### src/hdl/scm_pkg.sv
// Package for the scan curvature and occlusion marker.
// Holds field widths, window sizes, register index codes and the stage record.
// No dependencies.
package scm_pkg;

   localparam int RANGE_W    = 16;
   localparam int COL_W      = 11;
   localparam int GAP_W      = 16;
   localparam int RATIO_W    = 10;
   localparam int IDX_W      = 17;
   localparam int CURV_W     = 39;
   localparam int MAG_W      = 20;
   localparam int SUM_W      = 20;
   localparam int RWIN       = 17;
   localparam int CWIN       = 12;
   localparam int FILL_W     = 5;
   localparam int DIST_W     = 4;
   localparam int WIN_IDX_W  = 5;
   localparam int HALF       = 5;
   localparam int EMIT_DIST  = 11;
   localparam int FILL_FULL  = 16;
   localparam int CSR_IDX_W  = 2;
   localparam int CSR_DATA_W = 16;
   localparam int REQ_DATA_W = 32;
   localparam int RSP_DATA_W = 56;
   localparam int RSP_USER_W = 2;

   typedef logic [CSR_IDX_W-1:0] csr_index_type;

   localparam csr_index_type CSR_OCCLUSION_GAP    = 2'd0;
   localparam csr_index_type CSR_COLUMN_GAP_LIMIT = 2'd1;
   localparam csr_index_type CSR_BEAM_RATIO       = 2'd2;

   typedef struct packed {
      logic [IDX_W-1:0] point_index;
      logic [MAG_W-1:0] magnitude;
      logic             curvature_valid;
      logic             excluded;
      logic             end_of_run;
   } stage_type;

endpackage

### src/hdl/scan_curvature_and_occlusion_mark.sv
// Top level of the scan curvature and occlusion marker.
// Holds the point window, the occlusion and beam checks and the result pipeline.
// Depends on scm_pkg.
//
// Points of one cloud enter on the req channel, one item per point: tdata
// carries the range and the column, tlast marks the final point of the cloud.
// Each point leaves on the rsp channel once eleven newer points have arrived,
// with its index, its curvature, a curvature valid flag and an excluded flag.
// The block takes one point in every cycle while the receiver keeps up; the
// result that an accepted point releases passes the window registers, the inner stage and the output register.
// When a point with tlast is accepted, the up to twelve points still in the
// window leave one per cycle while the receiver keeps up, the last one with
// rsp tlast set; req_tready stays low until then and the window starts empty.
// A stalled receiver holds the output register; one more result waits in an
// inner stage and one in the window, after which req_tready drops.
// The csr channel is always ready and writes occlusion_gap (index 0),
// column_gap_limit (index 1) and beam_ratio (index 2); other indexes do
// nothing. Write it only while no result is outstanding.
// Reset is synchronous: it empties the window and the pipeline and loads the
// register defaults.
module scan_curvature_and_occlusion_mark
   import scm_pkg::*;
#(
   parameter int MAX_POINTS = 131072
) (
   input  logic                  clock,
   input  logic                  reset,
   input  logic                  req_tvalid,
   output logic                  req_tready,
   input  logic [REQ_DATA_W-1:0] req_tdata,  // range_q8, column, zero fill
   input  logic                  req_tlast,
   output logic                  rsp_tvalid,
   input  logic                  rsp_tready,
   output logic [RSP_DATA_W-1:0] rsp_tdata,  // point_index, curvature
   output logic [RSP_USER_W-1:0] rsp_tuser,  // curvature_valid, excluded
   output logic                  rsp_tlast,
   input  logic                  csr_valid,
   output logic                  csr_ready,
   input  csr_index_type         csr_index,
   input  logic [CSR_DATA_W-1:0] csr_data
);

   localparam int PTS_W = $clog2(MAX_POINTS);
   localparam logic [PTS_W-1:0] PTS_LAST = PTS_W'(MAX_POINTS - 1);

   logic [GAP_W-1:0]   occlusion_gap_ff;
   logic [COL_W-1:0]   column_gap_limit_ff;
   logic [RATIO_W-1:0] beam_ratio_ff;

   logic [RANGE_W-1:0] range_ff [RWIN];
   logic [RANGE_W-1:0] range_in [RWIN];
   logic [COL_W-1:0]   col_ff [CWIN];
   logic [COL_W-1:0]   col_in [CWIN];
   logic [CWIN-1:0]    excl_ff, excl_in;
   logic [FILL_W-1:0]  fill_ff, fill_in;
   logic [PTS_W-1:0]   pts_ff, pts_in;

   logic               gen_busy_ff, gen_busy_in;
   logic               gen_drain_ff, gen_drain_in;
   logic [DIST_W-1:0]  gen_dist_ff, gen_dist_in;
   logic [FILL_W-1:0]  gen_fill_ff, gen_fill_in;

   logic               s1_valid_ff, s1_valid_in;
   stage_type          s1_ff, s1_in;

   logic               rsp_valid_ff, rsp_valid_in;
   logic [IDX_W-1:0]   rsp_index_ff, rsp_index_in;
   logic [CURV_W-1:0]  rsp_curv_ff, rsp_curv_in;
   logic               rsp_cvalid_ff, rsp_cvalid_in;
   logic               rsp_excl_ff, rsp_excl_in;
   logic               rsp_eor_ff, rsp_eor_in;

   logic               out_free, s1_free, gen_fire, accept, drain_done;
   logic [RANGE_W-1:0] new_range;
   logic [COL_W-1:0]   new_col;
   logic               check_en, adjacent, far_edge, near_edge, beam_hit;
   logic [RANGE_W-1:0] rj, rn, rp, dp, dn;
   logic [COL_W-1:0]   col_diff;
   logic [RATIO_W+RANGE_W-1:0] beam_lim;
   logic [FILL_W-1:0]  start_fill;
   logic [DIST_W-1:0]  start_dist;

   logic               cur_valid;
   logic [WIN_IDX_W-1:0] base_idx;
   logic [SUM_W-1:0]   nbr_sum, center10;
   logic [MAG_W-1:0]   magnitude;
   logic [PTS_W:0]     idx_diff, idx_wrap;
   logic [2*MAG_W-1:0] square;

   // Handshake and flow control.
   assign out_free   = !rsp_valid_ff || rsp_tready;
   assign s1_free    = !s1_valid_ff || out_free;
   assign gen_fire   = gen_busy_ff && s1_free;
   assign req_tready = !gen_busy_ff || (gen_fire && !gen_drain_ff);
   assign accept     = req_tvalid && req_tready;
   assign drain_done = gen_fire && gen_drain_ff && (gen_dist_ff == '0);
   assign csr_ready  = 1'b1;

   assign new_range = req_tdata[RANGE_W-1:0];
   assign new_col   = req_tdata[RANGE_W +: COL_W];

   // Checks for the point that sits at distance six after the shift.
   assign check_en  = fill_ff >= FILL_W'(EMIT_DIST);
   assign rj        = range_ff[5];
   assign rn        = range_ff[4];
   assign rp        = range_ff[6];
   assign col_diff  = (col_ff[4] > col_ff[5]) ? col_ff[4] - col_ff[5] : col_ff[5] - col_ff[4];
   assign adjacent  = col_diff < column_gap_limit_ff;
   assign far_edge  = (rj > rn) && ((rj - rn) > occlusion_gap_ff);
   assign near_edge = (rn > rj) && ((rn - rj) > occlusion_gap_ff);
   assign dp        = (rp > rj) ? rp - rj : rj - rp;
   assign dn        = (rn > rj) ? rn - rj : rj - rn;
   assign beam_lim  = beam_ratio_ff * rj;
   assign beam_hit  = ({dp, {RATIO_W{1'b0}}} > beam_lim) && ({dn, {RATIO_W{1'b0}}} > beam_lim);

   assign start_fill = (fill_ff > FILL_W'(EMIT_DIST)) ? FILL_W'(EMIT_DIST) : fill_ff;
   assign start_dist = req_tlast ? start_fill[DIST_W-1:0] : DIST_W'(EMIT_DIST);

   always_comb begin
      for (int i = 0; i < RWIN; i++) begin
         range_in[i] = range_ff[i];
      end
      for (int i = 0; i < CWIN; i++) begin
         col_in[i] = col_ff[i];
      end
      excl_in = excl_ff;
      fill_in = fill_ff;
      pts_in  = pts_ff;
      if (accept) begin
         range_in[0] = new_range;
         for (int i = 1; i < RWIN; i++) begin
            range_in[i] = range_ff[i-1];
         end
         col_in[0] = new_col;
         for (int i = 1; i < CWIN; i++) begin
            col_in[i] = col_ff[i-1];
         end
         excl_in = {excl_ff[CWIN-2:0], 1'b0};
         if (check_en && adjacent) begin
            if (far_edge) begin
               excl_in[11:6] = '1;
            end else if (near_edge) begin
               excl_in[5:0] = '1;
            end
         end
         if (check_en && beam_hit) begin
            excl_in[6] = 1'b1;
         end
         if (fill_ff != '0 || pts_ff != '0) begin
            pts_in = (pts_ff == PTS_LAST) ? '0 : pts_ff + PTS_W'(1);
         end
         if (!req_tlast && fill_ff < FILL_W'(FILL_FULL)) begin
            fill_in = fill_ff + FILL_W'(1);
         end
      end else if (drain_done) begin
         excl_in = '0;
         fill_in = '0;
         pts_in  = '0;
      end
   end

   always_comb begin
      gen_busy_in  = gen_busy_ff;
      gen_drain_in = gen_drain_ff;
      gen_dist_in  = gen_dist_ff;
      gen_fill_in  = gen_fill_ff;
      if (accept) begin
         gen_busy_in  = req_tlast || check_en;
         gen_drain_in = req_tlast;
         gen_dist_in  = start_dist;
         gen_fill_in  = fill_ff;
      end else if (gen_fire) begin
         if (gen_drain_ff && gen_dist_ff != '0) begin
            gen_dist_in = gen_dist_ff - DIST_W'(1);
         end else begin
            gen_busy_in  = 1'b0;
            gen_drain_in = 1'b0;
         end
      end
   end

   // Neighbor sum for the point at the emitted distance.
   assign cur_valid = (gen_dist_ff >= DIST_W'(HALF))
                      && (gen_fill_ff >= FILL_W'(gen_dist_ff) + FILL_W'(HALF));
   assign base_idx  = cur_valid ? WIN_IDX_W'(gen_dist_ff) : WIN_IDX_W'(HALF);

   always_comb begin
      nbr_sum = '0;
      for (int m = 1; m <= HALF; m++) begin
         nbr_sum = nbr_sum + SUM_W'(range_ff[base_idx + WIN_IDX_W'(m)])
                           + SUM_W'(range_ff[base_idx - WIN_IDX_W'(m)]);
      end
   end

   assign center10  = (SUM_W'(range_ff[base_idx]) << 3) + (SUM_W'(range_ff[base_idx]) << 1);
   assign magnitude = (nbr_sum >= center10) ? nbr_sum - center10 : center10 - nbr_sum;

   assign idx_diff = {1'b0, pts_ff} - (PTS_W+1)'(gen_dist_ff);
   assign idx_wrap = idx_diff[PTS_W] ? idx_diff + (PTS_W+1)'(MAX_POINTS) : idx_diff;

   always_comb begin
      s1_in                 = s1_ff;
      s1_valid_in           = s1_valid_ff;
      if (gen_fire) begin
         s1_valid_in           = 1'b1;
         s1_in.point_index     = IDX_W'(idx_wrap[PTS_W-1:0]);
         s1_in.magnitude       = cur_valid ? magnitude : '0;
         s1_in.curvature_valid = cur_valid;
         s1_in.excluded        = excl_ff[gen_dist_ff];
         s1_in.end_of_run      = gen_drain_ff && (gen_dist_ff == '0);
      end else if (out_free) begin
         s1_valid_in = 1'b0;
      end
   end

   assign square = s1_ff.magnitude * s1_ff.magnitude;

   always_comb begin
      rsp_valid_in  = rsp_valid_ff;
      rsp_index_in  = rsp_index_ff;
      rsp_curv_in   = rsp_curv_ff;
      rsp_cvalid_in = rsp_cvalid_ff;
      rsp_excl_in   = rsp_excl_ff;
      rsp_eor_in    = rsp_eor_ff;
      if (out_free) begin
         rsp_valid_in  = s1_valid_ff;
         rsp_index_in  = s1_ff.point_index;
         rsp_curv_in   = square[CURV_W-1:0];
         rsp_cvalid_in = s1_ff.curvature_valid;
         rsp_excl_in   = s1_ff.excluded;
         rsp_eor_in    = s1_ff.end_of_run;
      end
   end

   always_ff @(posedge clock) begin
      if (reset) begin
         occlusion_gap_ff    <= GAP_W'(77);
         column_gap_limit_ff <= COL_W'(10);
         beam_ratio_ff       <= RATIO_W'(20);
      end else if (csr_valid) begin
         case (csr_index)
            CSR_OCCLUSION_GAP:    occlusion_gap_ff    <= csr_data[GAP_W-1:0];
            CSR_COLUMN_GAP_LIMIT: column_gap_limit_ff <= csr_data[COL_W-1:0];
            CSR_BEAM_RATIO:       beam_ratio_ff       <= csr_data[RATIO_W-1:0];
            default: ;
         endcase
      end
   end

   always_ff @(posedge clock) begin
      if (reset) begin
         excl_ff      <= '0;
         fill_ff      <= '0;
         pts_ff       <= '0;
         gen_busy_ff  <= 1'b0;
         gen_drain_ff <= 1'b0;
         gen_dist_ff  <= '0;
         gen_fill_ff  <= '0;
         s1_valid_ff  <= 1'b0;
         rsp_valid_ff <= 1'b0;
      end else begin
         excl_ff      <= excl_in;
         fill_ff      <= fill_in;
         pts_ff       <= pts_in;
         gen_busy_ff  <= gen_busy_in;
         gen_drain_ff <= gen_drain_in;
         gen_dist_ff  <= gen_dist_in;
         gen_fill_ff  <= gen_fill_in;
         s1_valid_ff  <= s1_valid_in;
         rsp_valid_ff <= rsp_valid_in;
      end
   end

   always_ff @(posedge clock) begin
      range_ff      <= range_in;
      col_ff        <= col_in;
      s1_ff         <= s1_in;
      rsp_index_ff  <= rsp_index_in;
      rsp_curv_ff   <= rsp_curv_in;
      rsp_cvalid_ff <= rsp_cvalid_in;
      rsp_excl_ff   <= rsp_excl_in;
      rsp_eor_ff    <= rsp_eor_in;
   end

   assign rsp_tvalid = rsp_valid_ff;
   assign rsp_tdata  = {rsp_curv_ff, rsp_index_ff};
   assign rsp_tuser  = {rsp_excl_ff, rsp_cvalid_ff};
   assign rsp_tlast  = rsp_eor_ff;

   a_drain_blocks_input: assert property (@(posedge clock) disable iff (reset)
      (gen_busy_ff && gen_drain_ff) |-> !req_tready)
      else $error("Input accepted while the window drains.");

   a_stage_holds: assert property (@(posedge clock) disable iff (reset)
      (rsp_valid_ff && !rsp_tready && s1_valid_ff) |=> s1_valid_ff)
      else $error("Inner result stage lost an item under stall.");

   a_fill_bound: assert property (@(posedge clock) disable iff (reset)
      fill_ff <= FILL_W'(FILL_FULL))
      else $error("Window fill count out of range.");

   a_end_not_valid: assert property (@(posedge clock) disable iff (reset)
      (rsp_tvalid && rsp_tlast) |-> !rsp_tuser[0])
      else $error("Final point of a cloud carries a valid curvature.");

   a_clear_after_drain: assert property (@(posedge clock) disable iff (reset)
      drain_done |=> (fill_ff == '0 && pts_ff == '0 && !gen_busy_ff))
      else $error("Window not cleared after the cloud end.");

endmodule
### config.mk
export PLATFORM = sky130hd
export DESIGN_NAME = scan_curvature_and_occlusion_mark
export DESIGN_NICKNAME = d
export VERILOG_FILES = /design/src/hdl/scm_pkg.sv /design/src/hdl/scan_curvature_and_occlusion_mark.sv
export SDC_FILE = /design/constraint.sdc
export NUM_CORES = 2
export LEC_CHECK = 0
export ABC_AREA = 0
export BUFFER_PORTS_ARGS = -buffer_cell sky130_fd_sc_hd__buf_4
export CAP_MARGIN = 20
export CELL_PAD_IN_SITES_DETAIL_PLACEMENT = 0
export CELL_PAD_IN_SITES_GLOBAL_PLACEMENT = 1
export CORE_MARGIN = 2
export CORE_UTILIZATION = 47
export DETAILED_ROUTE_END_ITERATION = 6
export PLACE_DENSITY_LB_ADDON = 0.1
export SYNTH_ARGS = -nofsm -noshare
export SYNTH_HDL_FRONTEND = slang
export SYNTH_SLANG_ARGS = --single-unit
### constraint.sdc
create_clock -name clock -period 17.8 [get_ports clock]
set_input_delay 1.78 -clock clock [delete_from_list [all_inputs] [get_ports clock]]
set_output_delay 1.78 -clock clock [all_outputs]
set_load 0.05 [all_outputs]
# After elaboration in Yosys (flattened, before gate mapping)
# Index checks and enable logic that the tools add are counted.
[totals] out_inout_bits=62 regBits=521
[classes] addsub=34 reduce_logical=40 n_lt_le_gt_ge=27 multipliers=2 eq_ne=6 n_bitwise=11 muxes=66
[op_table] cell="$bmux W16 S5" count=11
[op_table] cell="$mux W16" count=24
[op_table] cell="$add A20 B16 Y20" count=5
[op_table] cell="$mux W17" count=5
[op_table] cell="$gt A16 B16 Y1" count=5
[op_table] cell="$ge A6 B6 Y1 const B" count=11
[op_table] cell="$sub A16 B16 Y16" count=4
[op_table] cell="$not A5 Y6" count=10
[op_table] cell="$gt A26 B26 Y1" count=2
[op_table] cell="$sub A20 B20 Y20" count=2
[op_table] cell="$mul A20 B20 Y39" count=1
[op_table] cell="$mux W12" count=3
[op_table] cell="$add A17 B1 Y17 const B" count=2
[op_table] cell="$mul A10 B16 Y26" count=1
[op_table] cell="$mux W4" count=6
[op_table] cell="$sub A11 B11 Y11" count=2
[op_table] cell="$add A19 B16 Y20" count=1
[op_table] cell="$add A19 B17 Y20" count=1
[op_table] cell="$ge A20 B20 Y1" count=1
[op_table] cell="$mux W20" count=1
[op_table] cell="$add A18 B16 Y19" count=1
[op_table] cell="$add A17 B16 Y18" count=1
[op_table] cell="$mux W6" count=3
[op_table] cell="$sub A17 B4 Y18" count=1
[op_table] cell="37 further kinds" count=82

# Longest topological paths before layout
[depth] word_depth=20 depth_mapped=55 depth_no_buf=47

# Worst setup path after synthesis
# No wires, ideal clock.
[synth_path] path_type="input-to-reg" from="in rsp_tready" to="reg gen_busy_ff" n_path_buf=1 setup_slack_ns=3.670 required_ns=17.698 cell_stages=8 arrival_time_ns=14.028 path_cell_list="nor2b_1 -> and2_1 -> o21ai_0 -> nand2_1 -> inv_1 -> clkbuf_1 -> o21ai_0 -> a21oi_1"
[synth_between] elab_chain_len=8
[synth_lines] element="from (decl)" line="scan_curvature_and_occlusion_mark.sv:33" rtl="input logic rsp_tready,"
[synth_lines] element="$logic_or A1 B1 Y1 *" line="scan_curvature_and_occlusion_mark.sv:91" rtl="assign out_free = !rsp_valid_ff || rsp_tready;"
[synth_lines] element="$logic_or A1 B1 Y1 *" line="scan_curvature_and_occlusion_mark.sv:92" rtl="assign s1_free = !s1_valid_ff || out_free;"
[synth_lines] element="$logic_and A1 B1 Y1 *" line="scan_curvature_and_occlusion_mark.sv:93" rtl="assign gen_fire = gen_busy_ff && s1_free;"
[synth_lines] element="$logic_and A1 B1 Y1 *" line="scan_curvature_and_occlusion_mark.sv:94" rtl="assign req_tready = !gen_busy_ff || (gen_fire && !gen_drain_ff);"
[synth_lines] element="$logic_or A1 B1 Y1 *" line="scan_curvature_and_occlusion_mark.sv:94"
[synth_lines] element="via req_tready" line="scan_curvature_and_occlusion_mark.sv:29" rtl="output logic req_tready,"
[synth_lines] element="$logic_and A1 B1 Y1 *" line="scan_curvature_and_occlusion_mark.sv:95" rtl="assign accept = req_tvalid && req_tready;"
[synth_lines] element="via accept" line="scan_curvature_and_occlusion_mark.sv:73" rtl="logic out_free, s1_free, gen_fire, accept, drain_done;"
[synth_lines] element="$ne A2 B2 Y1 (no line) or $reduce_bool A2 Y1 (tied branches)"
[synth_lines] element="$reduce_and A2 Y1 (no line)"
[synth_lines] element="to (signal assigned)" line="scan_curvature_and_occlusion_mark.sv:265" rtl="gen_busy_ff <= gen_busy_in;"
[synth_lines] element="to (decl)" line="scan_curvature_and_occlusion_mark.sv:58" rtl="logic gen_busy_ff, gen_busy_in;"
# Mark *: on every way through the listed nets, which the timed path passes. The rest lies on a longest branch.
# A chain may end at the register's enable or synchronous reset.

# Final worst setup path
[layout_path] from="reg gen_dist_ff[0]" to="reg s1_ff[20] in the netlist's numbering, data pin"
[layout_between] elab_chain_len=20
[layout_lines] element="from (decl)" line="scan_curvature_and_occlusion_mark.sv:60" rtl="logic [DIST_W-1:0] gen_dist_ff, gen_dist_in;"
[layout_lines] element="from (signal assigned)" line="scan_curvature_and_occlusion_mark.sv:267" rtl="gen_dist_ff <= gen_dist_in;"
[layout_lines] element="$add A4 B3 Y5" line="scan_curvature_and_occlusion_mark.sv:184" rtl="&& (gen_fill_ff >= FILL_W'(gen_dist_ff) + FILL_W'(HALF));"
[layout_lines] element="$ge A5 B5 Y1" line="scan_curvature_and_occlusion_mark.sv:184"
[layout_lines] element="$logic_and A1 B1 Y1" line="scan_curvature_and_occlusion_mark.sv:184"
[layout_lines] element="$mux W4" line="scan_curvature_and_occlusion_mark.sv:185" rtl="assign base_idx = cur_valid ? WIN_IDX_W'(gen_dist_ff) : WIN_IDX_W'(HALF);"
[layout_lines] element="$add A4 B1 Y5 or $sub A4 B1 Y5 (tied branches)" line="scan_curvature_and_occlusion_mark.sv:190, scan_curvature_and_occlusion_mark.sv:191"
[layout_lines] element="$not A5 Y6, on equally long branches" line="scan_curvature_and_occlusion_mark.sv:190, scan_curvature_and_occlusion_mark.sv:191"
[layout_lines] element="$bmux W16 S5, on equally long branches" line="scan_curvature_and_occlusion_mark.sv:190, scan_curvature_and_occlusion_mark.sv:191"
[layout_lines] element="$mux W16, on equally long branches (2 in a row)" line="scan_curvature_and_occlusion_mark.sv:190, scan_curvature_and_occlusion_mark.sv:191"
[layout_lines] element="[3 not listed]"
[layout_lines] element="$add A19 B16 Y20" line="scan_curvature_and_occlusion_mark.sv:190" rtl="nbr_sum = nbr_sum + SUM_W'(range_ff[base_idx + WIN_IDX_W'(m)])"
[layout_lines] element="$add A20 B16 Y20" line="scan_curvature_and_occlusion_mark.sv:191" rtl="+ SUM_W'(range_ff[base_idx - WIN_IDX_W'(m)]);"
[layout_lines] element="$add A20 B16 Y20" line="scan_curvature_and_occlusion_mark.sv:190"
[layout_lines] element="$add A20 B16 Y20" line="scan_curvature_and_occlusion_mark.sv:191"
[layout_lines] element="$add A20 B16 Y20" line="scan_curvature_and_occlusion_mark.sv:190"
[layout_lines] element="$add A20 B16 Y20" line="scan_curvature_and_occlusion_mark.sv:191"
[layout_lines] element="$sub A20 B20 Y20 or $ge A20 B20 Y1 (tied branches)" line="scan_curvature_and_occlusion_mark.sv:196" rtl="assign magnitude = (nbr_sum >= center10) ? nbr_sum - center10 : center10 - nbr_sum;"
[layout_lines] element="$mux W20" line="scan_curvature_and_occlusion_mark.sv:196"
[layout_lines] element="to (signal assigned)" line="scan_curvature_and_occlusion_mark.sv:277" rtl="s1_ff <= s1_in;"
[layout_lines] element="to (decl)" line="scan_curvature_and_occlusion_mark.sv:64" rtl="stage_type s1_ff, s1_in;"
# Several ways; a longest one is shown, not always the timed one. The select of a mux whose other input is x is not followed.

==> results.yml <==
sta:
  finalSetupViolCount: 0
  fin_ws_ns: 2.172
  fin_crit_ns: 15.63
  hold_viol: 0
  finalCritPeriodShare_pct: 87.80
  tightest_slew_ns: 1.086
  fmax_mhz: 63.99
  slew_headroom_pct: 26.85
  clock_skew_ns: 0.07523
  tns_ns: 0
  drv_slew: 0
  rsz0062_at_grt: "no"
die:
  die_w_um: 361.1
  start_util_pct: 47.17
  dieArea_mm2: 0.1304
  io-pin-count: 118
  design.core.area_mm2: 0.1270
  fp-row-count: 131
  die_h_um: 361.1
critical_path:
  ff2ff_path_depth: 50
  reg2reg_to: "s1_ff[20]$_SDFFCE_PP0P_"
  crit_path_start_kind: "flop"
  critical-path-top-delay-family: "compound AO/OA/AOI/OAI gates"
  path_max_fanout: 47
  endpoint_kind: "flop"
  critical_path_class: "reg -> reg"
  cp_common_cell: "buf_4"
  cp.depth: 50
  worst-path-buf-inv: 12
  crit_required_ns: 18.24
  reg2reg_slack_ns: 2.17
  rr_startpoint: "gen_dist_ff[0]$_SDFFE_PP0P_"
  arrival_ns: 16.07
  crit_end: "s1_ff[20]$_SDFFCE_PP0P_"
  crit_slowest_cell: "o41ai_1"
  crit_path_start: "gen_dist_ff[0]$_SDFFE_PP0P_"
  cpPeakStageDelay_ns: 0.79
clock_network:
  htreeDepth: 3
  post_cts_buffers: 0
  cts_hold_buf: 0
  clockBufferDepth: 3
  cts_resized: 0
  clkTransAtPathRegs_ns: 0.06
  clock_sinks: 520
  cts_root_buf: "clkbuf_16"
  worstSkewPairLatency_ns: 0.73
  tritoncts: "built"
  cts_buffers: 68
layout:
  area_growth_pct: 8.306
  layout.nets: 7263
  utilization_pct: 51.09
  drive_above_1_share_pct: 9.987
  final_area_mm2: 0.06490
worst_hold_path:
  worstHoldStart: "col_ff[118]$_DFFE_PP_"
  min_path_type: "reg -> reg"
drt:
  firstDrtPassIters: 7
  drtIter0Drc: 5124
  routed.top_layer: "met5"
  num_vias: 50153
  wl_met2_mm: 88.73
  wl_mm: 213.2
  wl_met3_mm: 22.09
  wl_met1_mm: 89.17
  wl_per_cell_um: 26.87
  ant_nets: 0
  drc: 5
  routed_via_density: 6.322
synth:
  ys_ff_latch: 520
  yosys_warnings: 0
  synth_ff_type: "edfxtp_1"
  synthesis.nets: 7328
  async_flop_share_pct: 0
  syn_area_mm2: 0.05992
  avgSynthCellArea_um2: 9.539
  synth_cell_types: 94
  synth_edf_count: 436
  synth_cells: 6282
  ys_seq_area_share_pct: 24.66
placed_design:
  dpl_cell_area_mm2: 0.06258
  hpwlAfterDp_mm: 155.5
  pre_cts_ws_ns: 2.626
  gp_congestion: 1.000
  io_buffers: 110
global_route:
  track_usage_pct: 32.52
  grt_pass1_wl_mm: 319.5
  gr-total-overflow: 0
  antenna_found_initial: 6
  first_global_vias: 49970
  grt_start_max_net_pins: 123
flow_run:
  cap_violations: 0
run_status:
  status: "complete, but fails checks"
  failed_checks: "design-rule violations"
==> layout make-up <==
cell class,count,area (um^2)
well taps,1662,2079
diodes,3,7.507
multi-input cells,4576,40760
inverters,797,3004
clock buffers,85,1805
clock inverters,36,508.0
flip-flops and latches,520,14780
fillers,11761,62130
repair buffers,254,1961
==> sequential cells by signal, summed over array words and instances (netlist names), 4 cells and up <==
name	count
col_ff	66
beam_ratio_ff	10
excl_ff	12
occlusion_gap_ff	16
column_gap_limit_ff	11
fill_ff	5
rj	16
range_ff	224
s1_ff	40
rn	16
pts_ff	17
gen_dist_ff	4
rsp_curv_ff	38
gen_fill_ff	5
rsp_index_ff	17
rp	16
==> how the worst min path moves through the flow <==
| stage | end | slack, ns | cells after the start |
|---|---|---|---|
| finish | col_ff[107]$_DFFE_PP_ | 0.41 | 0 |
| floorplan | col_ff[100]$_DFFE_PP_ | 0.40 | 0 |
| detailed placement | col_ff[102]$_DFFE_PP_ | 0.40 | 0 |
| CTS | col_ff[85]$_DFFE_PP_ | 0.40 | 0 |
| global route | col_ff[85]$_DFFE_PP_ | 0.42 | 0 |
| global placement | rsp_index_ff[15]$_DFFE_PP_ | 0.40 | 0 |
==> logic make-up (layout without fill, tap and decap cells) <==
group	Yosys count	in the layout	share of synthesized area, %
other cells	2	5	0.01253
flops	520	520	24.66
simple gates	1558	1558	12.54
compound gates	1498	1498	17.59
buf+inv	1186	1172	7.644
xor+xnor	188	188	2.773
mux	340	340	7.548
fa+ha+maj	990	990	27.24
==> cell usage in the layout (no fill, tap or decap), drive strengths merged, types with 134 or more instances in the layout <==
| cell type | instances |
|---|---|
| a21oi | 338 |
| edfxtp | 436 |
| fa | 524 |
| and2 | 188 |
| inv | 800 |
| buf | 254 |
| o21ai | 156 |
| mux2i | 174 |
| nor2 | 319 |
| a21o | 134 |
| ha | 466 |
| nand2 | 554 |
==> cell usage after synthesis (all sizes together) (38+ instances only) <==
library cell,n,area share [%]
mux2,85,1.6
fa,524,18
buf,122,0.98
o22ai,81,0.85
a211oi,48,0.61
o211ai,79,0.99
a21oi,338,2.9
nand2,554,3.5
inv,797,5.0
o22a,46,0.67
and3,38,0.40
mux4,81,3.0
edfxtp,436,22
o21bai,40,0.50
xnor2,122,1.8
xor2,66,0.96
nor3,89,0.76
o221ai,51,0.75
mux2i,174,2.9
and2,188,2.0
ha,466,9.7
a21o,134,1.7
nor4,76,0.84
nor2,319,2.0
clkbuf,267,1.7
nand3,76,0.63
o21ai,156,1.3
a31oi,108,1.1
dfxtp,84,2.8
nor2b,46,0.48
==> per-stage QoR <==
step / cells / hold WS (ns)
3_3_place_gp: 7808 / 0.4002
3_5_place_dp: 7809 / 0.4045
6_report: 7933 / 0.4143
4_1_cts: 7930 / 0.4006
2_1_floorplan: 6282 / 0.4003
5_1_grt: 7931 / 0.4168
==> per-layer routing <==
layer | global-route usage [%] | vias up
met2 | 47.65 | 2671
met5 | 0 | -
li1 | - | 22260
met4 | 16.91 | 2
met1 | 44.29 | 24637
met3 | 8.319 | 583
Power is not shown: default switching activity piles up to over one toggle a cycle in this logic, so the estimate is an artifact.
